[src/design/tib_pkg.sv]
// shared constants, types and helpers for the bilinear table lookup
package tib_pkg;

  // table geometry and number format
  localparam int NX_MAX = 16;
  localparam int NY_MAX = 16;
  localparam int VW     = 32;
  localparam int FB     = 16;

  // derived widths
  localparam int XAW = $clog2(NX_MAX);
  localparam int YAW = $clog2(NY_MAX);
  localparam int GAW = $clog2(NX_MAX * NY_MAX);
  localparam int PW  = 5;
  localparam int CIW = 2;
  localparam int FW  = FB + 1;
  localparam int CW  = $clog2(FB);
  localparam int PRW = VW + FW + 2;

  // request operations
  localparam logic [1:0] OP_WRITE_X    = 2'd0;
  localparam logic [1:0] OP_WRITE_Y    = 2'd1;
  localparam logic [1:0] OP_WRITE_GRID = 2'd2;
  localparam logic [1:0] OP_QUERY      = 2'd3;

  // configuration register indexes
  localparam logic [CIW-1:0] CFG_X_POINTS = CIW'(0);
  localparam logic [CIW-1:0] CFG_Y_POINTS = CIW'(1);

  typedef struct packed {
    logic [1:0]           operation;
    logic [7:0]           write_index;
    logic signed [VW-1:0] write_value;
    logic signed [31:0]   query_x;
    logic signed [31:0]   query_y;
  } request_t;

  typedef struct packed {
    logic signed [VW-1:0] z_value;
    logic                 degenerate_cell;
  } result_t;

  typedef enum logic [4:0] {
    ST_IDLE, ST_DECODE, ST_END1, ST_CLAMP, ST_PROBE, ST_STEP, ST_LIMIT,
    ST_CELL0, ST_CELL1, ST_CELLCAP, ST_FX_SETUP, ST_DIV_X, ST_FY_SETUP,
    ST_DIV_Y, ST_GRD0, ST_GRD1, ST_GRD2, ST_GRD3, ST_GCAP,
    ST_MUL0, ST_SUM0, ST_MUL1, ST_SUM1, ST_MUL2, ST_SUM2
  } state_t;

  typedef enum logic [4:0] {
    DP_NOP, DP_LOAD, DP_WRITE, DP_END0, DP_END1, DP_CLAMP, DP_PROBE, DP_STEP,
    DP_LIMIT, DP_CELL0, DP_CELL1, DP_CELLCAP, DP_FX_SETUP, DP_FY_SETUP,
    DP_DIV, DP_GRD0, DP_GRD1, DP_GRD2, DP_GRD3, DP_GCAP,
    DP_MUL0, DP_SUM0, DP_MUL1, DP_SUM1, DP_MUL2, DP_SUM2
  } dp_op_t;

  typedef struct packed {
    dp_op_t op;
  } dp_cmd_t;

  typedef struct packed {
    logic is_query;
    logic search_done;
    logic fx_skip;
    logic fy_skip;
    logic div_last;
  } dp_status_t;

  // register value limited to 2 .. maxn
  function automatic logic [PW-1:0] points_in_use(input logic [PW-1:0] r,
                                                  input int maxn);
    logic [PW-1:0] v;
    begin
      if (r < PW'(2)) begin
        v = PW'(2);
      end else if (int'(r) > maxn) begin
        v = PW'(maxn);
      end else begin
        v = r;
      end
      return v;
    end
  endfunction

endpackage

[src/design/tib_ctrl.sv]
// sequencing state machine for the bilinear table lookup
module tib_ctrl (
  input  logic                clk,
  input  logic                rst,
  input  logic                start,
  input  tib_pkg::dp_status_t status,
  output tib_pkg::dp_cmd_t    cmd,
  output logic                busy
);

  tib_pkg::state_t state, state_next;

  // state register
  always_ff @(posedge clk) begin
    if (rst) begin
      state <= tib_pkg::ST_IDLE;
    end else begin
      state <= state_next;
    end
  end

  // next state and datapath command
  always_comb begin
    state_next = state;
    cmd.op     = tib_pkg::DP_NOP;
    case (state)
      tib_pkg::ST_IDLE: begin
        if (start) begin
          cmd.op     = tib_pkg::DP_LOAD;
          state_next = tib_pkg::ST_DECODE;
        end
      end
      tib_pkg::ST_DECODE: begin
        if (status.is_query) begin
          cmd.op     = tib_pkg::DP_END0;
          state_next = tib_pkg::ST_END1;
        end else begin
          cmd.op     = tib_pkg::DP_WRITE;
          state_next = tib_pkg::ST_IDLE;
        end
      end
      tib_pkg::ST_END1: begin
        cmd.op     = tib_pkg::DP_END1;
        state_next = tib_pkg::ST_CLAMP;
      end
      tib_pkg::ST_CLAMP: begin
        cmd.op     = tib_pkg::DP_CLAMP;
        state_next = tib_pkg::ST_PROBE;
      end
      tib_pkg::ST_PROBE: begin
        if (status.search_done) begin
          state_next = tib_pkg::ST_LIMIT;
        end else begin
          cmd.op     = tib_pkg::DP_PROBE;
          state_next = tib_pkg::ST_STEP;
        end
      end
      tib_pkg::ST_STEP: begin
        cmd.op     = tib_pkg::DP_STEP;
        state_next = tib_pkg::ST_PROBE;
      end
      tib_pkg::ST_LIMIT: begin
        cmd.op     = tib_pkg::DP_LIMIT;
        state_next = tib_pkg::ST_CELL0;
      end
      tib_pkg::ST_CELL0: begin
        cmd.op     = tib_pkg::DP_CELL0;
        state_next = tib_pkg::ST_CELL1;
      end
      tib_pkg::ST_CELL1: begin
        cmd.op     = tib_pkg::DP_CELL1;
        state_next = tib_pkg::ST_CELLCAP;
      end
      tib_pkg::ST_CELLCAP: begin
        cmd.op     = tib_pkg::DP_CELLCAP;
        state_next = tib_pkg::ST_FX_SETUP;
      end
      tib_pkg::ST_FX_SETUP: begin
        cmd.op     = tib_pkg::DP_FX_SETUP;
        state_next = status.fx_skip ? tib_pkg::ST_FY_SETUP : tib_pkg::ST_DIV_X;
      end
      tib_pkg::ST_DIV_X: begin
        cmd.op = tib_pkg::DP_DIV;
        if (status.div_last) begin
          state_next = tib_pkg::ST_FY_SETUP;
        end
      end
      tib_pkg::ST_FY_SETUP: begin
        cmd.op     = tib_pkg::DP_FY_SETUP;
        state_next = status.fy_skip ? tib_pkg::ST_GRD0 : tib_pkg::ST_DIV_Y;
      end
      tib_pkg::ST_DIV_Y: begin
        cmd.op = tib_pkg::DP_DIV;
        if (status.div_last) begin
          state_next = tib_pkg::ST_GRD0;
        end
      end
      tib_pkg::ST_GRD0: begin
        cmd.op     = tib_pkg::DP_GRD0;
        state_next = tib_pkg::ST_GRD1;
      end
      tib_pkg::ST_GRD1: begin
        cmd.op     = tib_pkg::DP_GRD1;
        state_next = tib_pkg::ST_GRD2;
      end
      tib_pkg::ST_GRD2: begin
        cmd.op     = tib_pkg::DP_GRD2;
        state_next = tib_pkg::ST_GRD3;
      end
      tib_pkg::ST_GRD3: begin
        cmd.op     = tib_pkg::DP_GRD3;
        state_next = tib_pkg::ST_GCAP;
      end
      tib_pkg::ST_GCAP: begin
        cmd.op     = tib_pkg::DP_GCAP;
        state_next = tib_pkg::ST_MUL0;
      end
      tib_pkg::ST_MUL0: begin
        cmd.op     = tib_pkg::DP_MUL0;
        state_next = tib_pkg::ST_SUM0;
      end
      tib_pkg::ST_SUM0: begin
        cmd.op     = tib_pkg::DP_SUM0;
        state_next = tib_pkg::ST_MUL1;
      end
      tib_pkg::ST_MUL1: begin
        cmd.op     = tib_pkg::DP_MUL1;
        state_next = tib_pkg::ST_SUM1;
      end
      tib_pkg::ST_SUM1: begin
        cmd.op     = tib_pkg::DP_SUM1;
        state_next = tib_pkg::ST_MUL2;
      end
      tib_pkg::ST_MUL2: begin
        cmd.op     = tib_pkg::DP_MUL2;
        state_next = tib_pkg::ST_SUM2;
      end
      tib_pkg::ST_SUM2: begin
        cmd.op     = tib_pkg::DP_SUM2;
        state_next = tib_pkg::ST_IDLE;
      end
      default: begin
        state_next = tib_pkg::ST_IDLE;
      end
    endcase
  end

  assign busy = (state != tib_pkg::ST_IDLE);

endmodule

[config.mk]
export PLATFORM = sky130hd
export DESIGN_NAME = tib_ctrl
export DESIGN_NICKNAME = d
export VERILOG_FILES = /design/src/design/tib_pkg.sv /design/src/design/tib_ctrl.sv
export SDC_FILE = /design/constraint.sdc
export NUM_CORES = 1
export LEC_CHECK = 0
export BUFFER_PORTS_ARGS = -buffer_cell sky130_fd_sc_hd__buf_2
export CAP_MARGIN = 20
export CORE_UTILIZATION = 46
export CTS_CLUSTER_DIAMETER = 120
export CTS_CLUSTER_SIZE = 20
export DETAILED_ROUTE_END_ITERATION = 8
export PLACE_DENSITY = 0.72
export SYNTH_ARGS = -nofsm -noshare
export SYNTH_HDL_FRONTEND = slang
export SYNTH_SLANG_ARGS = --single-unit
[constraint.sdc]
create_clock -name clk -period 1.4 [get_ports clk]
set_clock_uncertainty 0.15 [all_clocks]
set_input_delay 0.28 -clock clk [delete_from_list [all_inputs] [get_ports clk]]
set_output_delay 0.28 -clock clk [all_outputs]
set_load 0.03 [all_outputs]
==> results of run 1 <==
-- repair_timing --
item / CTS
setup buffers: 3
endpoints found under the setup margin: 10
pin swaps: 5
gates resized for setup: 30
-- through the flow --
stage               worst slack, ns  utilization (%)  std cells  hold WS (ns)
global placement             -0.283             79.4        141         0.364
floorplan                    -0.292                -         92         0.192
detailed placement           -0.286             79.4        141         0.364
CTS                          -0.497             92.2        148         0.103
-- Yosys cell counts (all sizes together) --
library cell / instances
a211oi: 1
a21boi: 1
a21oi: 10
a221oi: 1
a22oi: 1
a311o: 1
a31oi: 2
and2: 1
and3: 1
and3b: 1
buf: 8
clkbuf: 1
dfxtp: 5
mux2: 1
nand2: 8
nand2b: 6
nand3: 3
nand3b: 3
nand4: 2
nand4b: 3
nor2: 10
nor2b: 6
nor3b: 1
nor4: 1
o211a: 1
o21ai: 4
o21bai: 1
o221ai: 1
o311ai: 2
o31ai: 2
or2: 1
or3b: 1
xor2: 1
-- cells by family after synthesis --
group,share of synthesized area [%]
simple gates,43.4
compound gates,29.2
buf+inv,8.20
flops,16.0
xor+xnor,1.40
mux,1.80
==> impl_metrics.toml, run 1 <==
[floorplan]
rows = 12
start_util_pct = 52.7
ios = 14
die_w_um = 38.9
die_h_um = 38.9

[place]
dp_hpwl_um = 1510
gp_congestion = 0.919
dpl_cell_area_sq_um = 942
io_buffer_count = 13

[status]
first-error = "[ERROR DPL-0038] Utilization greater than 100%, impossible to legalize"
haltStage = "global routing"
status = "stopped before the end"

[timing]
postGrtWorstEndpoint = "cmd[1]"
worstEpCategory = "output port"

[synth]
syn-cell-area_sq_um = 626
syn_area_per_cell_sq_um = 6.80
seq_area_frac_synth_pct = 16.0
syn_inst = 92
synthTopCellsByArea = "dfxtp_1, a21oi_1, nand2b_1"
synth_warnings = 0
synth.largest_area_cell = "dfxtp_1"
yosysUniqueCellTypes = 35
synth_seq_cells = 5
synth_top_cell_area_share_pct = 16.0
syn_nets = 100

[cts]
cts_buffer_depth = 2
holdBufCountCts = 0
cts.htree.levels = 1
clkSinkCount = 5
cts_buffers = 3
clock-root-buffer = "clkbuf_4"

[global_routing]
grt_max_degree = 11
==> inputs of run 2 (changes only) <==
--- a/config.mk
+++ b/config.mk
@@ -7,11 +7,10 @@
 export LEC_CHECK = 0
 export BUFFER_PORTS_ARGS = -buffer_cell sky130_fd_sc_hd__buf_2
 export CAP_MARGIN = 20
-export CORE_UTILIZATION = 46
-export CTS_CLUSTER_DIAMETER = 120
-export CTS_CLUSTER_SIZE = 20
+export CORE_AREA = 2 2 63 65
 export DETAILED_ROUTE_END_ITERATION = 8
-export PLACE_DENSITY = 0.72
+export DIE_AREA = 0 0 65 67
+export PLACE_DENSITY_LB_ADDON = 0.15
 export SYNTH_ARGS = -nofsm -noshare
 export SYNTH_HDL_FRONTEND = slang
 export SYNTH_SLANG_ARGS = --single-unit
==> constraint.sdc (replaced) <==
create_clock -name clk -period 1.82 [get_ports clk]
set_clock_uncertainty 0.15 [all_clocks]
set_input_delay 0.364 -clock clk [delete_from_list [all_inputs] [get_ports clk]]
set_output_delay 0.364 -clock clk [all_outputs]
set_load 0.03 [all_outputs]
==> run 2 against run 1 <==
  * The flow now finishes, with violations (negative setup slack)
  * Synthesized cell count stayed put
  * Synthesized area stayed put
==> impl_metrics.toml, run 2 <==
[status]
status = "finished, violations left"
failed_checks = "negative setup slack"

[global_routing]
grt_max_degree = 12
first_global_vias = 836
grt_use_total_pct = 12.2
grt_pass1_wl_um = 4030
antenna_found_initial = 0
grt_overflow_total = 0

[timing]
finalWorstSetupSlack_ns = -0.138
setup_viol = 4
rsz0062_at_grt = "true"
slew_viol_final = 0
worst_slew_pin_slew_ns = 0.293
timing.fmax_ghz = 0.511
min_period_ns = 1.96
finalHoldViolCount = 0
fin_hold_ws_ns = 0.227
slew_headroom_pct = 80.2
period_share_pct = 108

[floorplan]
start_util_pct = 17.3
rows = 22
ios = 14
die_h_um = 67
die_w_um = 65
die-area_sq_um = 4360
core_sq_um = 3610

[synth]
seq_area_frac_synth_pct = 16.0
syn_nets = 100
synthTopCellsByArea = "dfxtp_1, a21oi_1, nand2b_1"
synth_warnings = 0
synth.largest_area_cell = "dfxtp_1"
syn_area_per_cell_sq_um = 6.80
synth_top_cell_area_share_pct = 16.0
syn_inst = 92
synth_seq_cells = 5
syn-cell-area_sq_um = 626
async_flop_share_pct = 0
yosysUniqueCellTypes = 35
synth_common_cells = "a21oi_1, nor2_1, nand2_1, nand2b_1, nor2b_1"
synth.most_common_cell = "a21oi_1"
synth_edf_count = 0
ys.flop_type = "dfxtp_1"

[flow_run]
max_cap_violations = 0

[detailed_routing]
drtIter0Drc = 74
drc = 0
vias = 813
routed_wirelength_um = 2360
antenna_left = 0
post_drt_wl_per_cell_um = 13.3
via_per_inst = 4.59
firstDrtPassIters = 4

[cells_and_area]
reg.largest.list = "state x5"
layout-drive-gt1-share_pct = 54.3
fin_nets = 138
largest_register_ffs = 5
mostFrequentLayoutCells = "buf_4, buf_2, buf_6"
syn_to_final_growth_pct = 78.2
instances_no_fill = 177
post-route-cell-area_sq_um = 1110
mostFrequentLayoutCell = "buf_4"
top_register = "state"
antennaDiodeCount = 0

[critical_path]
critPathRequiredTime_ns = 1.31
end_kind = "output port"
crit_fanout = 5
startpoint_type = "flop"
rrSetupSlack_ns = 0.11
crit_type = "flop to output port"
worstPathArrival_ns = 1.44

[cts]
cts.clk_slew.worst_paths_ns = 0.04
cts_buffers = 3
cts_buffer_depth = 2
clock-root-buffer = "clkbuf_8"
clk_latency_ns = 0.22
cts.htree.levels = 1
clkSinkCount = 5
cts_tree = "built"

[place]
io_buffer_count = 13
dpl.cell_count = 168
dpl_cell_area_sq_um = 906
dp_hpwl_um = 1710
gp_congestion = 0.756

[power_and_ir_drop]
ir_drop_mv = 0.190
leakagePower_uw = 0.000468
powerDensity_nw_per_um2 = 471
finalPower_uw = 525

[hold_path]
hold_path_class = "primary input to flop"
## run 2: cell counts after synthesis
No cell type changed its count.
## run 2: repair_timing
item                       CTS  global route
hold buffers                 0             0
gates cloned                 1             0
setup buffers                3             2
pin swaps                    2             4
gates resized for setup     25            18
setup endpoints to repair    6             5
## run 2: path summary, 6_finish.rpt
| kind | startpoint | endpoint | depth (start not counted) |
|---|---|---|---|
| setup reg to reg | state[3] | state[1] | 5 |
| hold reg to reg | state[0] | state[1] | 3 |
| setup / recovery | state[2] | cmd[1] | 5 |
| hold / removal | rst | state[1] | 2 |
## run 2: through the flow
stage | setup WS [ns] | util, % | TNS [ns]
CTS | -0.143 | 29.2 | -0.419
global placement | -0.0585 | 25.1 | -0.153
finish | -0.138 | 30.9 | -0.322
detailed placement | -0.0561 | 25.1 | -0.119
floorplan | -0.146 | - | -0.146
global route | -0.191 | 30.9 | -0.585
## run 2: kinds of logic after synthesis
group | count (synthesis) | share of synthesized area (%)
multiplexers | 1 | 1.80
flip-flops | 5 | 16.0
AND/OR/NAND/NOR | 48 | 43.4
XOR/XNOR | 1 | 1.40
AO/OA/AOI/OAI | 28 | 29.2
buffers and inverters | 9 | 8.20
## run 2: worst max-delay path, cell delays in order, from the launching register on
cell and delay, ns:
dfxtp_4 0.37, or3b_4 0.38, a21oi_2 0.12, a21oi_1 0.06, o221ai_2 0.14, buf_6 0.15
## run 2: layout make-up
class | count | area (sq um)
Clock buffer | 4 | 45.0
Fill cell | 408 | 2490
Multi-Input combinational cell | 78 | 564
Sequential cell | 5 | 119
Tap cell | 48 | 60.1
Timing Repair Buffer | 42 | 327
## run 2: where the power goes
group	switching [uW]	total, uW	internal (uW)
clock network	58.9	210	151
registers	8.64	119	111
logic	103	196	93.5
total	170	525	355
## run 2: layer usage
layer  routed length, um  GRT usage, %
met1                1110          16.0
met4                  25          4.52
met2                1150          19.3
met5                   0             0
met3                  75          2.70
Note: power is estimated with default switching activity, not from simulation.
